### config.mk
export PLATFORM = sky130hd
export DESIGN_NAME = sda_ctrl
export DESIGN_NICKNAME = d
export VERILOG_FILES = /design/src/sv/sda_pkg.sv /design/src/sv/sda_ctrl.sv
export SDC_FILE = /design/constraint.sdc
export NUM_CORES = 1
export LEC_CHECK = 0
export BUFFER_PORTS_ARGS = -buffer_cell sky130_fd_sc_hd__buf_4
export CAP_MARGIN = 20
export CORE_MARGIN = 2
export CORE_UTILIZATION = 39
export DETAILED_ROUTE_END_ITERATION = 10
export GPL_TIMING_DRIVEN = 0
export SLEW_MARGIN = 10
export SYNTH_ARGS = -nofsm -noshare
export SYNTH_HDL_FRONTEND = slang
export SYNTH_SLANG_ARGS = --single-unit
### constraint.sdc
create_clock -name clk -period 2.8 [get_ports clk]
set_clock_uncertainty 0.1 [all_clocks]
set_input_delay 0.84 -clock clk [delete_from_list [all_inputs] [get_ports clk]]
set_output_delay 0.84 -clock clk [all_outputs]
set_load 0.05 [all_outputs]
### src/sv/sda_pkg.sv
// Shared types, constants and the power-of-ten table for the scaled decimal ALU.
package sda_pkg;

  localparam int WORD_W  = 128;
  localparam int POW_N   = 64;
  localparam int POW_MAX = 38;
  localparam int BIG_K   = 39;
  localparam int TEN     = 10;

  typedef logic [WORD_W-1:0] word_t;
  typedef word_t pow_tab_t [POW_N];

  // Operation codes.
  localparam logic [3:0] F_ADD     = 4'd0;
  localparam logic [3:0] F_SUB     = 4'd1;
  localparam logic [3:0] F_MUL     = 4'd2;
  localparam logic [3:0] F_DIV     = 4'd3;
  localparam logic [3:0] F_NEG     = 4'd4;
  localparam logic [3:0] F_ABS     = 4'd5;
  localparam logic [3:0] F_RESCALE = 4'd6;
  localparam logic [3:0] F_ROUND   = 4'd7;
  localparam logic [3:0] F_CMP     = 4'd8;

  // Rounding modes.
  localparam logic [2:0] RM_HALF_UP   = 3'd0;
  localparam logic [2:0] RM_HALF_DOWN = 3'd1;
  localparam logic [2:0] RM_HALF_EVEN = 3'd2;
  localparam logic [2:0] RM_CEILING   = 3'd3;
  localparam logic [2:0] RM_FLOOR     = 3'd4;

  function automatic pow_tab_t build_pow10();
    pow_tab_t t;
    word_t    p;
    p = word_t'(1);
    for (int i = 0; i < POW_N; i++) begin
      t[i] = (i <= POW_MAX) ? p : '0;
      p = p * word_t'(TEN);
    end
    return t;
  endfunction

  localparam pow_tab_t POW10 = build_pow10();

  typedef enum logic [3:0] {
    OP_NOP,
    OP_LOAD,
    OP_MUL_INIT,
    OP_MUL_STEP,
    OP_DIV_INIT,
    OP_DIV_STEP,
    OP_ROUND,
    OP_FIXSIGN,
    OP_FINISH
  } dp_op_t;

  // Which scale difference selects the power of ten.
  typedef enum logic [2:0] {
    K_SA_SB,
    K_SB_SA,
    K_NEED,
    K_TS_SA,
    K_SA_TS,
    K_ONE,
    K_EXTRA
  } ksel_t;

  typedef struct packed {
    dp_op_t op;
    ksel_t  ksel;
    logic   dst_b;
    logic   src_b;
    logic   sc_dec;
  } dp_cmd_t;

  typedef struct packed {
    logic [3:0] func;
    logic       sa_gt_sb;
    logic       sb_gt_sa;
    logic       b_zero;
    logic       need_ok;
    logic       ts_ge_sa;
    logic       ts_eq_sa;
    logic       sc_over;
    logic       last;
    logic       big;
  } dp_stat_t;

endpackage

### src/sv/sda_ctrl.sv
// Controller of the scaled decimal ALU: sequences the datapath for each operation.
module sda_ctrl (
  input  logic              clk,
  input  logic              rst,
  input  logic              req_valid,
  output logic              req_ready,
  output logic              res_valid,
  input  logic              res_ready,
  output sda_pkg::dp_cmd_t  cmd,
  input  sda_pkg::dp_stat_t stat
);
  import sda_pkg::*;

  typedef enum logic [3:0] {
    S_IDLE,
    S_DISPATCH,
    S_MUL,
    S_MCHK,
    S_SDIV,
    S_SROUND,
    S_DIV,
    S_ROUND,
    S_FIX,
    S_FINISH
  } state_t;

  state_t state, state_next, after_mul, after_mul_next, after_fix, after_fix_next;
  logic   rounding, rounding_next, res_valid_next;

  assign req_ready = (state == S_IDLE);

  always_comb begin
    cmd            = '{op: OP_NOP, ksel: K_ONE, dst_b: 1'b0, src_b: 1'b0, sc_dec: 1'b0};
    state_next     = state;
    after_mul_next = after_mul;
    after_fix_next = after_fix;
    rounding_next  = rounding;
    res_valid_next = res_valid && !res_ready;
    unique case (state)
      S_IDLE: begin
        if (req_valid) begin
          cmd.op     = OP_LOAD;
          state_next = S_DISPATCH;
        end
      end
      S_DISPATCH: begin
        unique case (stat.func) inside
          F_ADD, F_SUB, F_CMP: begin
            after_mul_next = S_FINISH;
            if (stat.sa_gt_sb) begin
              cmd.op     = OP_MUL_INIT;
              cmd.ksel   = K_SA_SB;
              cmd.dst_b  = 1'b1;
              state_next = S_MUL;
            end else if (stat.sb_gt_sa) begin
              cmd.op     = OP_MUL_INIT;
              cmd.ksel   = K_SB_SA;
              state_next = S_MUL;
            end else begin
              state_next = S_FINISH;
            end
          end
          F_MUL: begin
            cmd.op         = OP_MUL_INIT;
            cmd.src_b      = 1'b1;
            after_mul_next = S_MCHK;
            state_next     = S_MUL;
          end
          F_DIV: begin
            if (stat.b_zero) begin
              state_next = S_FINISH;
            end else if (stat.need_ok) begin
              cmd.op         = OP_MUL_INIT;
              cmd.ksel       = K_NEED;
              after_mul_next = S_SDIV;
              state_next     = S_MUL;
            end else begin
              state_next = S_SDIV;
            end
          end
          F_RESCALE, F_ROUND: begin
            if (((stat.func == F_ROUND) && stat.ts_ge_sa) || stat.ts_eq_sa) begin
              state_next = S_FINISH;
            end else if (stat.ts_ge_sa) begin
              cmd.op         = OP_MUL_INIT;
              cmd.ksel       = K_TS_SA;
              after_mul_next = S_FINISH;
              state_next     = S_MUL;
            end else begin
              cmd.op         = OP_DIV_INIT;
              cmd.ksel       = K_SA_TS;
              rounding_next  = 1'b1;
              after_fix_next = S_FINISH;
              state_next     = S_DIV;
            end
          end
          default: begin
            state_next = S_FINISH;
          end
        endcase
      end
      S_MUL: begin
        cmd.op = OP_MUL_STEP;
        if (stat.last) begin
          state_next = after_mul;
        end
      end
      S_MCHK: begin
        // Excess product scale is dropped one rounded digit per pass.
        if (stat.sc_over) begin
          cmd.op         = OP_DIV_INIT;
          cmd.ksel       = K_ONE;
          rounding_next  = 1'b1;
          after_fix_next = S_MCHK;
          state_next     = S_DIV;
        end else begin
          state_next = S_FINISH;
        end
      end
      S_SDIV: begin
        cmd.op         = OP_DIV_INIT;
        cmd.src_b      = 1'b1;
        rounding_next  = 1'b0;
        after_fix_next = S_SROUND;
        state_next     = S_DIV;
      end
      S_SROUND: begin
        cmd.op         = OP_DIV_INIT;
        cmd.ksel       = K_EXTRA;
        rounding_next  = 1'b1;
        after_fix_next = S_FINISH;
        state_next     = S_DIV;
      end
      S_DIV: begin
        if (stat.big) begin
          state_next = S_ROUND;
        end else begin
          cmd.op = OP_DIV_STEP;
          if (stat.last) begin
            state_next = rounding ? S_ROUND : S_FIX;
          end
        end
      end
      S_ROUND: begin
        cmd.op     = OP_ROUND;
        state_next = S_FIX;
      end
      S_FIX: begin
        cmd.op     = OP_FIXSIGN;
        cmd.sc_dec = (after_fix == S_MCHK);
        state_next = after_fix;
      end
      S_FINISH: begin
        if (!res_valid || res_ready) begin
          cmd.op         = OP_FINISH;
          res_valid_next = 1'b1;
          state_next     = S_IDLE;
        end
      end
      default: begin
        state_next = S_IDLE;
      end
    endcase
  end

  always_ff @(posedge clk) begin
    if (rst) begin
      state     <= S_IDLE;
      after_mul <= S_FINISH;
      after_fix <= S_FINISH;
      rounding  <= 1'b0;
      res_valid <= 1'b0;
    end else begin
      state     <= state_next;
      after_mul <= after_mul_next;
      after_fix <= after_fix_next;
      rounding  <= rounding_next;
      res_valid <= res_valid_next;
    end
  end

endmodule

== Word-level counts from Yosys, hierarchy flattened ==
Cells that the tools add are included.
W data, S select, Z words.
Storage, ports and cells
  register bits: 14
  logic and storage cells: 101
Cells by class
  equality and inequality tests: 28
  mux-type cells: 52
  reduce and logical (&&, ||, !) cells: 16
Operator list (count)
  $mux W4: 20
  $pmux W4 S9: 2
  $pmux W4 S4: 4
  $eq A4 B3 Y1 const B: 6
  $eq A4 B2 Y1 const B: 5
  $mux W5: 4
  $ne A2 B2 Y1 const B: 10
  $mux W6: 3
  $pmux W3 S3: 2
  $eq A4 B4 Y1 const B: 3
  $mux W1: 12
  $mux W3: 3
  $eq A4 B1 Y1 const B: 2
  $logic_not A4 Y1: 2
  $reduce_bool A4 Y1: 2
  $reduce_and A6 Y1: 1
  $reduce_and A5 Y1: 1
  $pmux W1 S4: 1
  $reduce_and A4 Y1: 1
  $reduce_or A2 Y1: 2
  $ne A3 B3 Y1 const B: 1
  $reduce_or A3 Y1: 1
  $logic_and A1 B1 Y1: 2
  $logic_not A1 Y1: 2
  3 further kinds: 4

== Depth between registers and ports, before layout ==
  depth after elaboration: 6
  mapped depth: 6

== Least setup slack after synthesis ==
OpenSTA, ideal clock, no wires.
  path type: input -> output
  start: input stat[10] in the netlist's numbering
  end: output cmd[2] in the netlist's numbering
  arrival: 2.841 ns
  required time: 1.860 ns
  path slack: -0.981 ns
  stages: 3
  path buffers: 1
  cells stage by stage: clkbuf_1 -> nand2b_1 -> nor4b_1
RTL lines
  start: declaration: line sda_ctrl.sv:10  | input sda_pkg::dp_stat_t stat
  end: declaration: line sda_ctrl.sv:9  | output sda_pkg::dp_cmd_t cmd,

==> metrics <==
outcome finished, violations left; hold depth 2; Setup crit end kind primary output; Clock transition at path regs 0.08 ns; Core Region 2810 µm²; fillers 238; Area Overhead vs Synth 71.0%; Flop pwr share 29.6%; Die Area 3430 µm²; antenna cell count 0; DRC 3; Routed Antenna Nets 0; Slew @ Worst Pin 0.467 ns; total grt overflow 0; H-tree depth 1; clock power share 18.3%; antenna violations before repair 0; r2r setup slk 0.74 ns; setup TNS -0.916 ns; Initial Utilization 41.4%; port bufs 27; Max Freq 0.335 GHz; min cycle time layout 2.98 ns; post-synth top area share 22.4%; P_sw 264 µW; Synth area leaders dfxtp_1, o21ai_0, a21oi_1, nand2_1, nand2b_1; die height 58.6 µm; routed via count 1,560; critical path data arrival time 2.04 ns; Synthesis Warnings 0; Wirelength per Cell 18.9 µm; Crit Path Class in -> out; Post-CTS Hold Buffers 0; P_int 402 µW; sw frac 39.6%; setup violators final 7; Layout Nets 227; number of global-route vias before repair 1,453; Initial DRC Count 115; clk_lat worst skew 0.29 ns; Distinct cells, synth 52; CP peak stage delay 0.51 ns; row count 19; layout cells sized above 1 45.9%; RSZ-0062 raised after global routing yes; syn avg cell area 7.36 µm²; dpl ws -0.349 ns; Die Wd 58.6 µm; Mapped Cells 158; failing checks design-rule violations, negative setup slack; final worst path period share 107%; Slew HR 68.9%; largest net degree at the start of global routing 11; Leak 0.000806 µW; CP Launch Type primary input; vias per cell 6.50; crit-path max FO 5; Root Buffer clkbuf_4; fin. max-slew vios 0; clock net sink count 13; CP Data Required Time 1.86 ns; Total Routing Usage GR 27.3%; hold slack 0.406 ns; I/O Pins 29; register area share after synthesis 22.4%; Core Util, Final 70.9%; Synthesized Nets 175; Critical Path Slowest Stage Cell or4_4; crit-path cells buf_4 -> nand2b_1 -> or4_4 -> and2_4 -> nand2_4 -> buf_8; Clock Tree Buf Depth 2; CTS Buf Count 3; EDFF count, synth 0; final hold violations 0; r2r worst-path depth 6; VDD IR-drop max 260 µV; Post-synth ARST share 0%; HPWL Detailed 2.79 mm; area leader, netlist dfxtp_1; Logic pwr share 52.1%; pwr dens 335 nW/µm²; HP Class reg -> reg; FF+latch count, synth 13; MaxCap Viol Count 0; GPL Wtd Cong 0.858; Most used DFF post-synth dfxtp_1; Mapped Area 1160 µm²; first-pass GRT wire length 7.07 mm; post-route setup slack -0.184 ns; WL final 4.54 mm; CTS tree yes; Detailed Routing Iterations Pass 1 7
## through the flow
| step | power (µW) | std cells | cell area, µm² |
|---|---|---|---|
| after global routing | 695 | 240 | 1990 |
| after CTS | 623 | 232 | 1840 |
| after floorplan | 376 | 158 | 1280 |
| after global placement | 446 | 216 | 1520 |
| final | 666 | 240 | 1990 |
| after detailed placement | 449 | 216 | 1520 |
## path summary, 6_finish.rpt
check             end  startpoint
max            cmd[8]     stat[4]
min          rounding    rounding
max reg2reg  rounding    state[2]
min reg2reg  rounding    rounding
## what timing repair did
action | 4_1_cts | 5_1_grt
pin swaps | 11 | 7
buffers inserted | 12 | 8
resized for setup | 47 | 24
endpoints found under the setup margin | 8 | 9
## state kept, by name, indices dropped and copies added (netlist names)
register   count
after_fix      3
after_mul      4
res_valid      1
rounding       1
state          4
## synthesized netlist by cell type (2+ instances only)
library cell and instances:
a211oi_1 2, nor2b_1 3, clkbuf_1 8, a211o_1 2
nor4_1 6, nor3b_1 3, nand2b_1 6, a21o_1 3
and3_1 2, buf_1 3, inv_1 5, nand2_1 13
o31a_1 2, nor3_1 7, o21ai_0 12, a32oi_1 2
nand4bb_1 3, nor2_1 9, a21oi_1 11, a31oi_1 4
a21boi_0 2, a221oi_1 2, nand3_1 3, nor4b_1 4
dfxtp_1 13, o31ai_1 2
## per-layer routing
layer	GRT usage, %	routed length [µm]	up-vias
met2	44.3	2140	93
met4	8.44	126	0
met1	36.6	1910	738
met5	0	0	-
met3	5.27	361	16
li1	-	-	713
## power groups by stage
stage,sequential (µW),clock [µW],combinational [µW]
floorplan,200,0,176
global placement,200,0,247
detailed placement,200,0,249
CTS,196,122,305
global route,198,131,365
finish,197,122,347
## placed cells by master (no fill, tap or decap), types with 3 or more instances in the layout
master    count
dfxtp_1      13
a21o_1        3
nor4b_4       3
nor3_1        6
nand2b_1      4
o21ai_0      10
clkbuf_4      4
nor4_1        3
nor2_1        9
buf_6        13
inv_1         5
nand2_1      10
a31oi_1       4
buf_4        32
a21oi_1      10
buf_8         7
## kinds of logic after synthesis
group                     count (synthesis)  synth area share, %
muxes                                     1                0.861
AOI/OAI and AO/OA                        58                 34.6
DFF                                      13                 22.4
xor gates and xnor gates                  1                0.754
buffers and inverters                    18                 6.57
and+or+nand+nor                          67                 34.9
## cell type report
class                   count  area, µm²  area share, %
plain buffers              13        150           7.55
clock buffers               3       22.5           1.13
clock inverters             1       5.00          0.252
inverters                   5       18.8          0.944
multi-input cells         127       1060           53.4
flip-flops and latches     13        260           13.1
well taps                  31       38.8           1.95
repair buffers             47        432           21.7
## worst max-delay path, delay by kind of cell
| family | cells | cell delay, ns |
|---|---|---|
| buffers and inverters | 2 | 0.28 |
| and+or+nand+nor | 4 | 0.92 |
(Power assumes the default switching activity.)
